$ cat src/rtl/glcd_pkg.sv
// ----------------------------------------------------------------------------
// glcd_pkg
// Shared types and constants for the learned GPIO change detector.
// ----------------------------------------------------------------------------
package glcd_pkg;

	// command codes of an input word
	localparam logic [1:0] CMD_OBSERVE = 2'd0;
	localparam logic [1:0] CMD_SETTLE  = 2'd1;
	localparam logic [1:0] CMD_UPDATE  = 2'd2;

	// result kinds
	localparam logic KIND_TRANSITION = 1'b0;
	localparam logic KIND_TOTAL      = 1'b1;

	// pin geometry of one port
	localparam int unsigned PINS_PER_PORT = 16;
	localparam int unsigned PIN_W         = 4;
	localparam int unsigned PORT_W        = 3;
	localparam int unsigned READING_W     = 32;
	localparam int unsigned TOTAL_W       = 8;
	localparam logic [READING_W-1:0] PIN_BITS = 32'h0000_FFFF;
	localparam logic [TOTAL_W-1:0]   TOTAL_MAX = 8'hFF;

	// sequencer states
	typedef enum logic [2:0] {
		ST_IDLE,
		ST_EXEC,
		ST_COUNT,
		ST_TOTAL,
		ST_SCAN
	} glcd_state_t;

endpackage

$ cat src/rtl/glcd_if.sv
// ----------------------------------------------------------------------------
// glcd_if
// Valid/ready channels of the learned GPIO change detector: reading words in,
// transition and total words out.
// ----------------------------------------------------------------------------
interface glcd_in_if;
	logic        valid;
	logic        ready;
	logic [1:0]  command;
	logic [2:0]  port;
	logic [31:0] reading;
	logic        end_of_snapshot;

	modport source (output valid, command, port, reading, end_of_snapshot, input ready);
	modport sink   (input valid, command, port, reading, end_of_snapshot, output ready);
endinterface

interface glcd_out_if;
	logic       valid;
	logic       ready;
	logic       kind;
	logic [2:0] out_port;
	logic [3:0] out_pin;
	logic       level;
	logic [7:0] watched_total;
	logic       last;

	modport source (output valid, kind, out_port, out_pin, level, watched_total, last,
		input ready);
	modport sink   (input valid, kind, out_port, out_pin, level, watched_total, last,
		output ready);
endinterface

$ cat src/rtl/gpio_learned_change_detector.sv
// ----------------------------------------------------------------------------
// gpio_learned_change_detector
// Learns per-port pin activity, fixes watch masks, then reports transitions.
// ----------------------------------------------------------------------------
// One word is taken at a time; the input is ready only while the sequencer is
// idle, and a finished result may still wait in the output register while the
// next word is taken. An observe word, and any word that causes no work, passes
// through capture and execute. A settle word of a present port then has the
// watched pins of the new mask counted one pin per cycle through a shared
// saturating incrementer; the snapshot-ending settle then loads the total
// word, waiting for a free output register. An update word with changes then
// scans one pin position per cycle, up to the highest changed pin (at most 16),
// walking the changed-pin shift register; a stalled output register holds the
// scan. Reset clears all learned state at once.
// ----------------------------------------------------------------------------
module gpio_learned_change_detector #(
	parameter int unsigned PORT_COUNT = 8
) (
	input  logic            clk,
	input  logic            arst_n,
	glcd_in_if.sink         din,
	glcd_out_if.source      dout
);

	localparam int unsigned IDX_W = (PORT_COUNT > 1) ? $clog2(PORT_COUNT) : 1;
	localparam int unsigned NPIN  = glcd_pkg::PINS_PER_PORT;
	localparam int unsigned CMPW  = 5;

	glcd_pkg::glcd_state_t state_q, state_d;

	// captured input word
	logic [1:0]                  cmd_q;
	logic [glcd_pkg::PORT_W-1:0] port_q;
	logic [NPIN-1:0]             reading_lo_q;
	logic                        plausible_q;
	logic                        end_q;

	// per-port learned state
	logic [NPIN-1:0] seen_high_q [PORT_COUNT];
	logic [NPIN-1:0] seen_low_q  [PORT_COUNT];
	logic [NPIN-1:0] watch_mask_q [PORT_COUNT];
	logic [NPIN-1:0] prev_level_q [PORT_COUNT];
	logic            present_q [PORT_COUNT];
	logic            settled_q;
	logic [glcd_pkg::TOTAL_W-1:0] acc_q;

	// shared shift register and pin counter
	logic [NPIN-1:0]              work_q;
	logic [NPIN-1:0]              level_q;
	logic [glcd_pkg::PIN_W-1:0]   cnt_q;

	// output register
	logic                         out_valid_q;
	logic                         out_kind_q;
	logic [glcd_pkg::PORT_W-1:0]  out_port_q;
	logic [glcd_pkg::PIN_W-1:0]   out_pin_q;
	logic                         out_level_q;
	logic [glcd_pkg::TOTAL_W-1:0] out_total_q;
	logic                         out_last_q;

	// execute-stage decode
	logic [CMPW-1:0]  port_ext;
	logic [IDX_W-1:0] idx;
	logic             in_range;
	logic             learn_en;
	logic [NPIN-1:0]  sh_new, sl_new, mask_new, changed;
	logic             present_new;
	logic             upd_ok;

	// control
	logic accept, out_free, ld_total, ld_trans, scan_adv, count_step;

	assign accept   = din.valid && din.ready;
	assign out_free = !out_valid_q || dout.ready;

	assign port_ext = {2'b00, port_q};
	assign idx      = port_ext[IDX_W-1:0];
	assign in_range = port_ext < CMPW'(PORT_COUNT);

	// learning, mask and change computation for the captured word
	always_comb begin
		learn_en = in_range && !settled_q && plausible_q &&
			((cmd_q == glcd_pkg::CMD_OBSERVE) || (cmd_q == glcd_pkg::CMD_SETTLE));
		sh_new      = seen_high_q[idx];
		sl_new      = seen_low_q[idx];
		present_new = present_q[idx];
		if (learn_en) begin
			sh_new      = sh_new | reading_lo_q;
			sl_new      = sl_new | ~reading_lo_q;
			present_new = 1'b1;
		end
		mask_new = present_new ? ~(sh_new & sl_new) : '0;
		changed  = (reading_lo_q ^ prev_level_q[idx]) & watch_mask_q[idx];
		upd_ok   = (cmd_q == glcd_pkg::CMD_UPDATE) && settled_q && in_range && plausible_q;
	end

	// next state
	always_comb begin
		state_d = state_q;
		unique case (state_q)
			glcd_pkg::ST_IDLE: begin
				if (accept) state_d = glcd_pkg::ST_EXEC;
			end
			glcd_pkg::ST_EXEC: begin
				state_d = glcd_pkg::ST_IDLE;
				if (cmd_q == glcd_pkg::CMD_SETTLE) begin
					if (in_range && present_new) state_d = glcd_pkg::ST_COUNT;
					else if (end_q)              state_d = glcd_pkg::ST_TOTAL;
				end else if (upd_ok && (changed != '0)) begin
					state_d = glcd_pkg::ST_SCAN;
				end
			end
			glcd_pkg::ST_COUNT: begin
				if (cnt_q == glcd_pkg::PIN_W'(NPIN - 1))
					state_d = end_q ? glcd_pkg::ST_TOTAL : glcd_pkg::ST_IDLE;
			end
			glcd_pkg::ST_TOTAL: begin
				if (out_free) state_d = glcd_pkg::ST_IDLE;
			end
			glcd_pkg::ST_SCAN: begin
				if (scan_adv && (work_q[NPIN-1:1] == '0)) state_d = glcd_pkg::ST_IDLE;
			end
			default: state_d = glcd_pkg::ST_IDLE;
		endcase
	end

	// control outputs of the sequencer
	always_comb begin
		din.ready  = 1'b0;
		ld_total   = 1'b0;
		ld_trans   = 1'b0;
		scan_adv   = 1'b0;
		count_step = 1'b0;
		unique case (state_q)
			glcd_pkg::ST_IDLE:  din.ready  = 1'b1;
			glcd_pkg::ST_EXEC:  ;
			glcd_pkg::ST_COUNT: count_step = 1'b1;
			glcd_pkg::ST_TOTAL: ld_total   = out_free;
			glcd_pkg::ST_SCAN: begin
				scan_adv = !work_q[0] || out_free;
				ld_trans = work_q[0] && out_free;
			end
			default: ;
		endcase
	end

	always_ff @(posedge clk or negedge arst_n) begin
		if (!arst_n) state_q <= glcd_pkg::ST_IDLE;
		else         state_q <= state_d;
	end

	// capture of the input word
	always_ff @(posedge clk) begin
		if (accept) begin
			cmd_q        <= din.command;
			port_q       <= din.port;
			reading_lo_q <= din.reading[NPIN-1:0];
			plausible_q  <= (din.reading & ~glcd_pkg::PIN_BITS) == '0;
			end_q        <= din.end_of_snapshot;
		end
	end

	// learned per-port state, settled flag and watched-pin accumulator
	always_ff @(posedge clk or negedge arst_n) begin
		if (!arst_n) begin
			for (int i = 0; i < PORT_COUNT; i++) begin
				seen_high_q[i]  <= '0;
				seen_low_q[i]   <= '0;
				watch_mask_q[i] <= '0;
				prev_level_q[i] <= '0;
				present_q[i]    <= 1'b0;
			end
			settled_q <= 1'b0;
			acc_q     <= '0;
		end else begin
			if (state_q == glcd_pkg::ST_EXEC) begin
				if (learn_en) begin
					seen_high_q[idx] <= sh_new;
					seen_low_q[idx]  <= sl_new;
					present_q[idx]   <= 1'b1;
				end
				if ((cmd_q == glcd_pkg::CMD_SETTLE) && in_range) begin
					watch_mask_q[idx] <= mask_new;
					prev_level_q[idx] <= reading_lo_q;
				end
				if (upd_ok) prev_level_q[idx] <= reading_lo_q;
			end
			// saturating count of watched pins, one pin per cycle
			if (count_step && work_q[0] && (acc_q != glcd_pkg::TOTAL_MAX))
				acc_q <= acc_q + 1'b1;
			if (ld_total) begin
				settled_q <= 1'b1;
				acc_q     <= '0;
			end
		end
	end

	// shared shift register and pin counter
	always_ff @(posedge clk) begin
		if (state_q == glcd_pkg::ST_EXEC) begin
			work_q  <= (cmd_q == glcd_pkg::CMD_SETTLE) ? mask_new : changed;
			level_q <= reading_lo_q;
			cnt_q   <= '0;
		end else if (count_step || scan_adv) begin
			work_q  <= work_q >> 1;
			level_q <= level_q >> 1;
			cnt_q   <= cnt_q + 1'b1;
		end
	end

	// output register
	always_ff @(posedge clk or negedge arst_n) begin
		if (!arst_n) begin
			out_valid_q <= 1'b0;
		end else begin
			if (dout.valid && dout.ready) out_valid_q <= 1'b0;
			if (ld_total || ld_trans)     out_valid_q <= 1'b1;
		end
	end

	always_ff @(posedge clk) begin
		if (ld_total) begin
			out_kind_q  <= glcd_pkg::KIND_TOTAL;
			out_port_q  <= '0;
			out_pin_q   <= '0;
			out_level_q <= 1'b0;
			out_total_q <= acc_q;
			out_last_q  <= 1'b1;
		end else if (ld_trans) begin
			out_kind_q  <= glcd_pkg::KIND_TRANSITION;
			out_port_q  <= port_q;
			out_pin_q   <= cnt_q;
			out_level_q <= level_q[0];
			out_total_q <= '0;
			out_last_q  <= work_q[NPIN-1:1] == '0;
		end
	end

	assign dout.valid         = out_valid_q;
	assign dout.kind          = out_kind_q;
	assign dout.out_port      = out_port_q;
	assign dout.out_pin       = out_pin_q;
	assign dout.level         = out_level_q;
	assign dout.watched_total = out_total_q;
	assign dout.last          = out_last_q;

	// scanning only runs while changed pins remain
	a_scan_nonempty: assert property (@(posedge clk) disable iff (!arst_n)
		state_q == glcd_pkg::ST_SCAN |-> work_q != '0)
		else $error("scan state entered with no changed pins");

	// total word latches settled and clears the accumulator
	a_total_clears: assert property (@(posedge clk) disable iff (!arst_n)
		ld_total |=> (settled_q && acc_q == '0))
		else $error("total word did not settle and clear accumulator");

	// a total word always ends its input's results
	a_total_last: assert property (@(posedge clk) disable iff (!arst_n)
		(dout.valid && dout.kind == glcd_pkg::KIND_TOTAL) |-> dout.last)
		else $error("total word without last");

	// pin counting starts from pin zero
	a_count_start: assert property (@(posedge clk) disable iff (!arst_n)
		$rose(state_q == glcd_pkg::ST_COUNT) |-> cnt_q == '0)
		else $error("pin count phase did not start at pin zero");

endmodule

$ cat src/flat_wrapper.sv
// flat-port wrapper written by rule: the top's interface ports become plain ports
module gpio_learned_change_detector_flat 
#(
	parameter int unsigned PORT_COUNT = 8
)
  (clk, arst_n, din_valid, din_command, din_port, din_reading, din_end_of_snapshot, din_ready, dout_valid, dout_kind, dout_out_port, dout_out_pin, dout_level, dout_watched_total, dout_last, dout_ready);
  glcd_in_if din_i ();
  glcd_out_if dout_i ();
  input  logic clk;
  input  logic arst_n;
  input wire logic [$bits(din_i.valid)-1:0] din_valid;
  input wire logic [$bits(din_i.command)-1:0] din_command;
  input wire logic [$bits(din_i.port)-1:0] din_port;
  input wire logic [$bits(din_i.reading)-1:0] din_reading;
  input wire logic [$bits(din_i.end_of_snapshot)-1:0] din_end_of_snapshot;
  output wire logic [$bits(din_i.ready)-1:0] din_ready;
  output wire logic [$bits(dout_i.valid)-1:0] dout_valid;
  output wire logic [$bits(dout_i.kind)-1:0] dout_kind;
  output wire logic [$bits(dout_i.out_port)-1:0] dout_out_port;
  output wire logic [$bits(dout_i.out_pin)-1:0] dout_out_pin;
  output wire logic [$bits(dout_i.level)-1:0] dout_level;
  output wire logic [$bits(dout_i.watched_total)-1:0] dout_watched_total;
  output wire logic [$bits(dout_i.last)-1:0] dout_last;
  input wire logic [$bits(dout_i.ready)-1:0] dout_ready;
  assign din_i.valid = din_valid;
  assign din_i.command = din_command;
  assign din_i.port = din_port;
  assign din_i.reading = din_reading;
  assign din_i.end_of_snapshot = din_end_of_snapshot;
  assign din_ready = din_i.ready;
  assign dout_valid = dout_i.valid;
  assign dout_kind = dout_i.kind;
  assign dout_out_port = dout_i.out_port;
  assign dout_out_pin = dout_i.out_pin;
  assign dout_level = dout_i.level;
  assign dout_watched_total = dout_i.watched_total;
  assign dout_last = dout_i.last;
  assign dout_i.ready = dout_ready;
  gpio_learned_change_detector #(.PORT_COUNT(PORT_COUNT)) u_core (.clk(clk), .arst_n(arst_n), .din(din_i), .dout(dout_i));
endmodule
$ cat config.mk
export PLATFORM = sky130hd
export DESIGN_NAME = gpio_learned_change_detector_flat
export DESIGN_NICKNAME = d
export VERILOG_FILES = /design/src/rtl/glcd_pkg.sv /design/src/rtl/glcd_if.sv /design/src/rtl/gpio_learned_change_detector.sv /design/src/flat_wrapper.sv
export SDC_FILE = /design/constraint.sdc
export NUM_CORES = 1
export LEC_CHECK = 0
export ABC_AREA = 1
export CAP_MARGIN = 25
export CORE_ASPECT_RATIO = 1.75
export CORE_MARGIN = 2
export CORE_UTILIZATION = 40
export DETAILED_ROUTE_END_ITERATION = 12
export DONT_BUFFER_PORTS = 1
export HOLD_SLACK_MARGIN = 0.02
export PLACE_DENSITY_LB_ADDON = 0.05
export SYNTH_ARGS = -nofsm -noshare
export SYNTH_HDL_FRONTEND = slang
export SYNTH_SLANG_ARGS = --single-unit
$ cat constraint.sdc
create_clock -name clk -period 6.3 [get_ports clk]
set_input_delay 0.63 -clock clk [delete_from_list [all_inputs] [get_ports clk]]
set_output_delay 0.63 -clock clk [all_outputs]
set_load 0.02 [all_outputs]
==> impl_metrics.yaml, run 1 <==
run_status:
  outcome: "complete, but fails checks"
  violations: "hold timing, slew limit"
routing:
  drt-total-wl_um: 90300
  drtIter0Drc: 1906
  vias: 22573
  wl_per_cell_um: 21.3
  antenna_left: 0
  drtPass1Iterations: 5
  avgViaCountPerCell: 5.33
  drc_errors: 0
logic_synthesis:
  synthCells: 3343
  yosys-top-cells-area: "dfrtp_1, nand2_1, edfxtp_1, o21ai_0, inv_1"
  synthTopCellsByCount: "nand2_1, dfrtp_1, inv_1"
  syn_area_um2: 27900
  async_flop_share_pct: 87.4
  yosysWarningCount: 0
  syn_area_per_cell_um2: 8.34
  synth-seq-area-share_pct: 55.6
  synth_ff_type: "dfrtp_1"
  ys_ff_latch: 610
  synth_most_common_cell: "nand2_1"
  synth_cell_types: 37
  synth_fp_nets: 3387
  synth-edff-count: 63
  synth_top_area_share_pct: 47.8
  netlist.top_cell.by_area: "dfrtp_1"
clocking:
  clockRootBuffer: "clkbuf_16"
  cts_buffers: 59
  cts_setup_buffers: 0
  cts_buffer_depth: 3
  cts_tree: "yes"
  clkTransAtPathRegs_ns: 0.06
  clock_insertion_delay_worst_skew_ns: 0.66
  clock_sinks: 610
  htreeDepth: 2
  ctsResizeCount: 0
die:
  dieArea_um2: 71900
  rows: 128
  start_util_pct: 40.2
  die_w_um: 204
  die_h_um: 353
  core_um2: 69300
  pin_count: 62
place:
  io_buffers: 0
  dp_cells: 4121
  gp_congestion: 0.823
  dpl.hpwl_um: 56300
timing:
  setup_viol_count_final: 0
  worstMarginPinSlew_ns: 3.42
  fin_crit_ns: 3.89
  final_max_slew_viol_count: 420
  finalClockSkew_ns: 0.0185
  hold_viol_final: 113
  period_share_pct: 61.7
  whs_ns: -0.301
  finalSetupTns_ns: 0
  fmax_ghz: 0.257
  slew_headroom_pct: -128
  rsz0062_at_grt: "no"
flow_run:
  cap_violations: 0
critical_path:
  crit_arrival_ns: 4.43
  critical_path_required_ns: 6.84
  crit_type: "reg -> reg"
  end_kind: "register"
  cp_max_fo: 87
  startpoint_type: "register"
pwr:
  power_density_nw_per_um2: 372
  power_frac_seq_pct: 43.7
  p_int_mw: 7.41
  p_sw_share_pct: 35.0
  p_sw_mw: 4.00
  cellLeakagePower_nw: 13.9
  p_comb_share_pct: 24.0
  peakVddDrop_v: 0.000235
  power_frac_clock_pct: 32.3
layout:
  fillers: 6926
  syn_to_final_growth_pct: 9.98
  fin_cells: 4237
  drive_gt1_share_pct: 6.98
  final_nets: 3318
global_route:
  grt_pass1_vias: 22291
  grt_overflow_total: 0
  grt_pass1_wl_um: 139000
  grtUsageTotal_pct: 25.3
  antenna_found_initial: 4
  grt_max_degree: 534
worst_hold_path:
  min_path_type: "in -> async"
-- worst max-delay path: stages (launching register included) --
cell and delay, ns:
edfxtp_1 0.37, buf_4 0.56, buf_4 0.88, nor2_1 0.11, buf_4 0.26, nand2_1 0.77
nor2_1 0.46, o22ai_1 0.22, inv_1 0.06
-- state kept, by name (all words and copies together), names as in the netlist, 2 cells and up --
register / cells
u_core.acc_q: 8
u_core.cmd_q: 2
u_core.cnt_q: 4
u_core.dout.out_pin: 4
u_core.dout.out_port: 3
u_core.dout.watched_total: 8
u_core.idx: 3
u_core.level_q: 16
u_core.present_q: 8
u_core.prev_level_q: 128
u_core.reading_lo_q: 16
u_core.seen_high_q: 128
u_core.seen_low_q: 128
u_core.state_q: 3
u_core.watch_mask_q: 128
u_core.work_q: 16
-- power by group through the flow --
stage                     Sequential [mW]  Clock (mW)  Combinational (mW)
after floorplan                      4.91           0                1.80
after global placement               5.05           0                2.67
after detailed placement             5.05           0                2.74
after CTS                            4.98        3.77                2.74
after global routing                 5.03        3.91                3.03
final                                4.99        3.68                2.74
-- path summary, 6_finish.rpt --
kind                                     start                 endpoint  depth (start not counted)  slack, ns
max                              u_core.idx[0]  u_core.prev_level_q[31]                          8       2.41
min                                     arst_n  u_core.seen_high_q[106]                          0      -0.30
max reg2reg                      u_core.idx[0]  u_core.prev_level_q[31]                          8       2.41
min reg2reg                u_core.present_q[6]      u_core.present_q[6]                          2       0.46
max in group asynchronous               arst_n  u_core.watch_mask_q[35]                          0       3.94
min in group clk                   din_port[1]            u_core.idx[1]                          0       0.06
-- cells in the final DEF, fill, tap and decap left out, types with 3 or more instances in the layout --
cell type	instances
a31oi_1	40
a221oi_2	12
nand2_2	19
clkbuf_1	12
a211oi_2	11
or2_2	4
nand3_2	6
clkinv_2	18
o21ai_1	125
dfxtp_1	14
nor3_1	13
clkinv_1	4
a211oi_1	7
o22ai_1	183
edfxtp_1	63
clkbuf_8	13
o21bai_1	12
nand3b_1	10
o211ai_1	5
nor2_4	9
buf_4	47
nor4_1	6
nand3_1	83
a21oi_1	44
inv_2	8
nand4_1	9
o21ai_0	335
dfrtp_1	533
nor2_1	182
nand2_1	998
bufinv_16	3
clkbuf_16	60
o2111ai_2	9
inv_1	411
-- cell type report --
class | instances | area, um^2 | share of cell area (%)
sequential | 610 | 15500 | 50.6
multi-input combinational | 2130 | 10000 | 32.7
clock buffer | 85 | 1730 | 5.63
inverter | 422 | 1590 | 5.17
tap | 910 | 1140 | 3.71
timing repair buffer | 51 | 432 | 1.41
clock inverter | 27 | 250 | 0.816
antenna | 2 | 5.00 | 0.0163
-- per-stage QoR --
step	instance area, um^2	power (mW)	worst slack, ns	hold WS, ns	util (%)
floorplan	27900	6.72	3.92	0.334	-
global placement	28600	7.71	2.47	0.363	41.2
detailed placement	28600	7.78	2.45	0.367	41.3
CTS	30600	11.5	2.43	-0.333	44.2
global route	30700	12.0	2.17	-0.322	44.2
finish	30700	11.4	2.41	-0.301	44.2
-- kinds of logic (layout without fill, tap and decap cells) --
logic type               count (synthesis)  after routing  synth area share, %
AND/OR/NAND/NOR                       1343           1343                 19.2
AO/OA/AOI/OAI                          785            785                 16.4
flip-flops                             610            610                 55.6
buffers and inverters                  603            585                 8.68
adder cells (fa/ha/maj)                  2              2               0.0897
other                                    0              2                    0
-- routing by layer --
metal	wire, um	up-vias	track usage, %
met5	13	-	0
met4	3150	2	9.04
met3	4100	136	3.08
met2	45000	588	43.7
met1	38100	11164	32.6
li1	-	10683	-
(Power assumes the default switching activity.)
==> run 2: changes to the inputs <==
==> constraint.sdc (replaced) <==
create_clock -name clk -period 3.7 [get_ports clk]
set_input_delay 0.37 -clock clk [delete_from_list [all_inputs] [get_ports clk]]
set_output_delay 0.37 -clock clk [all_outputs]
set_load 0.02 [all_outputs]
==> run 2 against run 1 <==
The flow still finishes with violations (hold timing, slew limit). Clock skew shrank 0.0023 ns. Final cell count grew 1.3%. Flip-flop and latch count is the same. Non-clock buffer count grew 56. Sequential share of layout area shrank 0.86 points. Global-route usage grew 0.36 points. Clock power grew 71%. Sequential power grew 70%. Design area grew 1.7%. Utilization grew 0.76 points. Via count grew 1.2%.
==> impl_metrics.yaml, run 2 (synthesized netlist as in run 1, its figures left out) <==
routing:
  vias: 22844
  antenna_left: 0
  drc_errors: 0
  wl_per_cell_um: 21.1
  drtPass1Iterations: 5
  drtIter0Drc: 1725
  drt-total-wl_um: 90700
  avgViaCountPerCell: 5.32
timing:
  fin_crit_ns: 3.04
  fmax_ghz: 0.329
  hold_viol_final: 533
  finalClockSkew_ns: 0.0163
  worstMarginPinSlew_ns: 1.87
  rsz0062_at_grt: "no"
  final_max_slew_viol_count: 291
  period_share_pct: 82.3
  setup_viol_count_final: 0
  slew_headroom_pct: -25.0
  whs_ns: -0.573
  finalSetupTns_ns: 0
clocking:
  cts_buffers: 59
  cts_tree: "yes"
  htreeDepth: 2
  ctsResizeCount: 0
  clock_insertion_delay_worst_skew_ns: 0.64
  clkTransAtPathRegs_ns: 0.07
  clockRootBuffer: "clkbuf_16"
  clock_sinks: 610
  cts_hold_buf: 27
  cts_setup_buffers: 0
  cts_buffer_depth: 3
layout:
  mostFrequentLayoutCell: "nand2_1"
  final-seq-area_um2: 15500
  multiInputGateArea_um2: 10000
  syn_to_final_growth_pct: 11.9
  fin_cells: 4290
  final_nets: 3374
  mostFrequentLayoutCells: "nand2_1, dfrtp_1, inv_1"
  fillers: 6901
  drive_gt1_share_pct: 7.55
die:
  dieArea_um2: 71900
  die_h_um: 353
  start_util_pct: 40.2
  core_um2: 69300
  pin_count: 62
  die_w_um: 204
  rows: 128
critical_path:
  startpoint_type: "register"
  crit_arrival_ns: 3.53
  cp_max_fo: 28
  crit_path_top_delay_cell: "edfxtp_1"
  critical_path_required_ns: 4.18
  crit_type: "reg -> reg"
  crit_top_cell: "nand2_2"
  slowest_delay_ns: 0.55
  cp_cell_sequence: "nor2_2 > nand2_2 > buf_12 > o21ai_0 > a21oi_1 > nand3_2 > buf_4 > nand2_2 > o21bai_1"
  worstReg2RegStart: "u_core.idx[1]"
  timing.reg2reg.setup_slack_ns: 0.66
  worst_r2r_path_depth: 9
  end_kind: "register"
  crit_path_start: "u_core.idx[1]"
global_route:
  grtUsageTotal_pct: 25.7
  grt_max_degree: 534
  grt_pass1_vias: 22789
  grt_pass1_wl_um: 140000
  grt_overflow_total: 0
  antenna_found_initial: 3
run_status:
  violations: "hold timing, slew limit"
  outcome: "complete, but fails checks"
flow_run:
  cap_violations: 0
pwr:
  power_density_nw_per_um2: 625
  cellLeakagePower_nw: 14.2
  peakVddDrop_v: 0.000392
worst_hold_path:
  min_path_type: "in -> async"
place:
  dp_cells: 4151
  gp_congestion: 0.849
  dpl.hpwl_um: 58800
  io_buffers: 0
run 2: final timing paths:
path | to
worst min register to register | u_core.present_q[4]
worst min-delay path | u_core.seen_high_q[107]
worst max-delay path | u_core.work_q[6]
max in group asynchronous | u_core.prev_level_q[104]
worst max register to register | u_core.work_q[6]
min in group clk | u_core.state_q[1]
run 2: metrics by stage:
| step | area [um^2] | setup slack [ns] | power [mW] | util [%] | hold WS [ns] |
|---|---|---|---|---|---|
| 3_5_place_dp | 28900 | 0.663 | 13.3 | 41.7 | 0.108 |
| 4_1_cts | 31200 | 0.633 | 19.6 | 44.9 | -0.592 |
| 3_3_place_gp | 28900 | 0.696 | 13.2 | 41.7 | 0.107 |
| 2_1_floorplan | 27900 | 1.32 | 11.4 | - | 0.0744 |
| 5_1_grt | 31200 | 0.483 | 20.5 | 45.0 | -0.601 |
| 6_report | 31200 | 0.656 | 19.5 | 45.0 | -0.573 |
run 2: area by class of cell:
type                    count  area share [%]
multi-input cells        2130            32.1
flip-flops and latches    610            49.7
well taps                 910            3.65
repair buffers            107            3.02
clock inverters            12           0.385
clock buffers              98            6.02
diodes                      1         0.00802
inverters                 422            5.08
run 2: report_power, final:
part / leakage, nW / internal (mW) / switching [mW]
sequential: 8.04 / 7.90 / 0.565
clock: 0.984 / 3.59 / 2.69
combinational: 5.17 / 1.31 / 3.45
run 2: layer usage:
metal / GRT usage, % / up-vias / wire, um
li1: - / 10823 / -
met1: 32.3 / 11308 / 37300
met2: 44.6 / 556 / 45500
met3: 3.05 / 153 / 3870
met4: 10.5 / 4 / 4020
met5: 0 / - / 22
run 2: worst max-delay path, delay by kind of cell, from the launching register on:
kind,cells,cell delay (ns)
and+or+nand+nor,4,1.07
buffers and inverters,2,0.72
DFF,1,0.55
AOI/OAI and AO/OA,3,0.52
==> run 3: changes to the inputs <==
==> constraint.sdc (replaced) <==
create_clock -name clk -period 2.85 [get_ports clk]
set_input_delay 0.285 -clock clk [delete_from_list [all_inputs] [get_ports clk]]
set_output_delay 0.285 -clock clk [all_outputs]
set_load 0.02 [all_outputs]
==> run 3 against run 2 <==
The flow still finishes with violations (hold timing, slew limit). Wire length rose by 2.4%. Worst hold slack got worse by 0.086 ns. Critical path depth unchanged. Clock skew up 0.012 ns. Flip-flop and latch count unchanged.
==> impl_metrics.yaml, run 3 (synthesized netlist as in run 1, its figures left out) <==
run_status:
  outcome: "complete, but fails checks"
  violations: "hold timing, slew limit"
place:
  dpl.hpwl_um: 60000
  io_buffers: 0
  gp_congestion: 0.828
  post-place-ws_ns: -0.00128
routing:
  drt-total-wl_um: 92900
  drtPass1Iterations: 8
  drc_errors: 0
  vias: 23068
  antenna_left: 0
  avgViaCountPerCell: 5.31
  drtIter0Drc: 2020
  wl_per_cell_um: 21.4
pwr:
  cellLeakagePower_nw: 14.5
  peakVddDrop_v: 0.000536
  p_int_mw: 16.8
  p_sw_share_pct: 34.6
  power_frac_clock_pct: 32.1
  p_comb_share_pct: 25.0
  power_frac_seq_pct: 42.9
  p_sw_mw: 8.85
  power_density_nw_per_um2: 807
critical_path:
  cp_max_fo: 55
  startpoint_type: "register"
  critical_path_required_ns: 3.41
  crit_arrival_ns: 3.29
  end_kind: "register"
  crit_type: "reg -> reg"
die:
  die_h_um: 353
  rows: 128
  start_util_pct: 40.2
  dieArea_um2: 71900
  pin_count: 62
  die_w_um: 204
  core_um2: 69300
timing:
  slew_headroom_pct: -61.0
  setup_ws_ns: 0.121
  fin_crit_ns: 2.73
  rsz0062_at_grt: "yes"
  setup_viol_count_final: 0
  finalSetupTns_ns: 0
  final_max_slew_viol_count: 292
  hold_viol_final: 533
  fmax_ghz: 0.366
  whs_ns: -0.659
  finalClockSkew_ns: 0.0286
  worstMarginPinSlew_ns: 2.41
  period_share_pct: 95.8
clocking:
  clockRootBuffer: "clkbuf_16"
  cts_tree: "yes"
  cts_buffer_depth: 3
  clkTransAtPathRegs_ns: 0.07
  htreeDepth: 2
  clock_sinks: 610
  cts_buffers: 60
  clock_insertion_delay_worst_skew_ns: 0.66
  cts_hold_buf: 28
global_route:
  grt_pass1_wl_um: 142000
  grt_max_degree: 534
  grtUsageTotal_pct: 26.1
  antenna_found_initial: 2
  grt_overflow_total: 0
  grt_pass1_vias: 22865
layout:
  mostFrequentLayoutCells: "nand2_1, dfrtp_1, inv_1"
  antennaDiodeCount: 0
  syn_to_final_growth_pct: 13.8
  fin_util_pct: 45.8
  mostFrequentLayoutCell: "nand2_1"
  drive_gt1_share_pct: 9.14
  final_nets: 3426
worst_hold_path:
  min_path_type: "in -> async"
flow_run:
  cap_violations: 0
run 3: area by class of cell:
type | instances | area (um^2)
Clock buffer | 94 | 1840
Fill cell | 6790 | 37600
Timing Repair Buffer | 158 | 1440
Clock inverter | 20 | 179
Sequential cell | 610 | 15500
Multi-Input combinational cell | 2130 | 10000
Tap cell | 910 | 1140
Inverter | 422 | 1590
run 3: metrics by stage:
stage,power [mW],instance area [um^2],hold slack [ns],instances
finish,25.6,31700,-0.659,4344
global route,26.9,31700,-0.686,4344
CTS,25.8,31700,-0.669,4344
detailed placement,17.5,29400,0.0296,4202
global placement,17.4,29400,0.0258,4202
floorplan,14.8,27900,-0.0106,3343
run 3: final timing paths:
kind,cells past startpoint,startpoint,endpoint,slack [ns]
min,0,arst_n,u_core.seen_high_q[52],-0.66
max,9,u_core.idx[0],u_core.watch_mask_q[90],0.12
min reg2reg,2,u_core.present_q[1],u_core.present_q[1],0.45
max reg2reg,9,u_core.idx[0],u_core.watch_mask_q[90],0.12
max in group asynchronous,0,arst_n,u_core.watch_mask_q[51],1.60
min in group clk,1,din_reading[4],u_core.reading_lo_q[4],0.25
run 3: critical path, cell delays in order (launching register included):
cell	delay, ns
edfxtp_1	0.47
buf_4	0.22
buf_12	0.27
nor2_1	0.16
buf_4	0.25
a211oi_1	0.34
nand2_1	0.12
nand2_1	0.38
nand2_2	0.23
o21ai_1	0.18
run 3: routing by layer:
metal	share of wire (%)	routed length [um]	track usage (%)	vias up
met5	0.023	21	0	-
met4	5.1	4780	11.9	4
met3	5.1	4700	3.59	177
met2	48	45000	44.0	664
met1	41	38400	33.2	11296
li1	-	-	-	10927
run 3: what timing repair did:
item,in CTS,in global routing
buffers inserted,0,0
endpoints found under the setup margin,1,17
resized for setup,2,7
endpoints found under the hold margin,564,533
run 3: power groups by stage:
stage / Sequential [mW] / Combinational, mW / Clock (mW)
2_1_floorplan: 10.9 / 3.99 / 0
3_3_place_gp: 11.1 / 6.28 / 0
3_5_place_dp: 11.2 / 6.34 / 0
4_1_cts: 11.0 / 6.40 / 8.42
5_1_grt: 11.1 / 7.05 / 8.75
6_report: 11.0 / 6.40 / 8.22
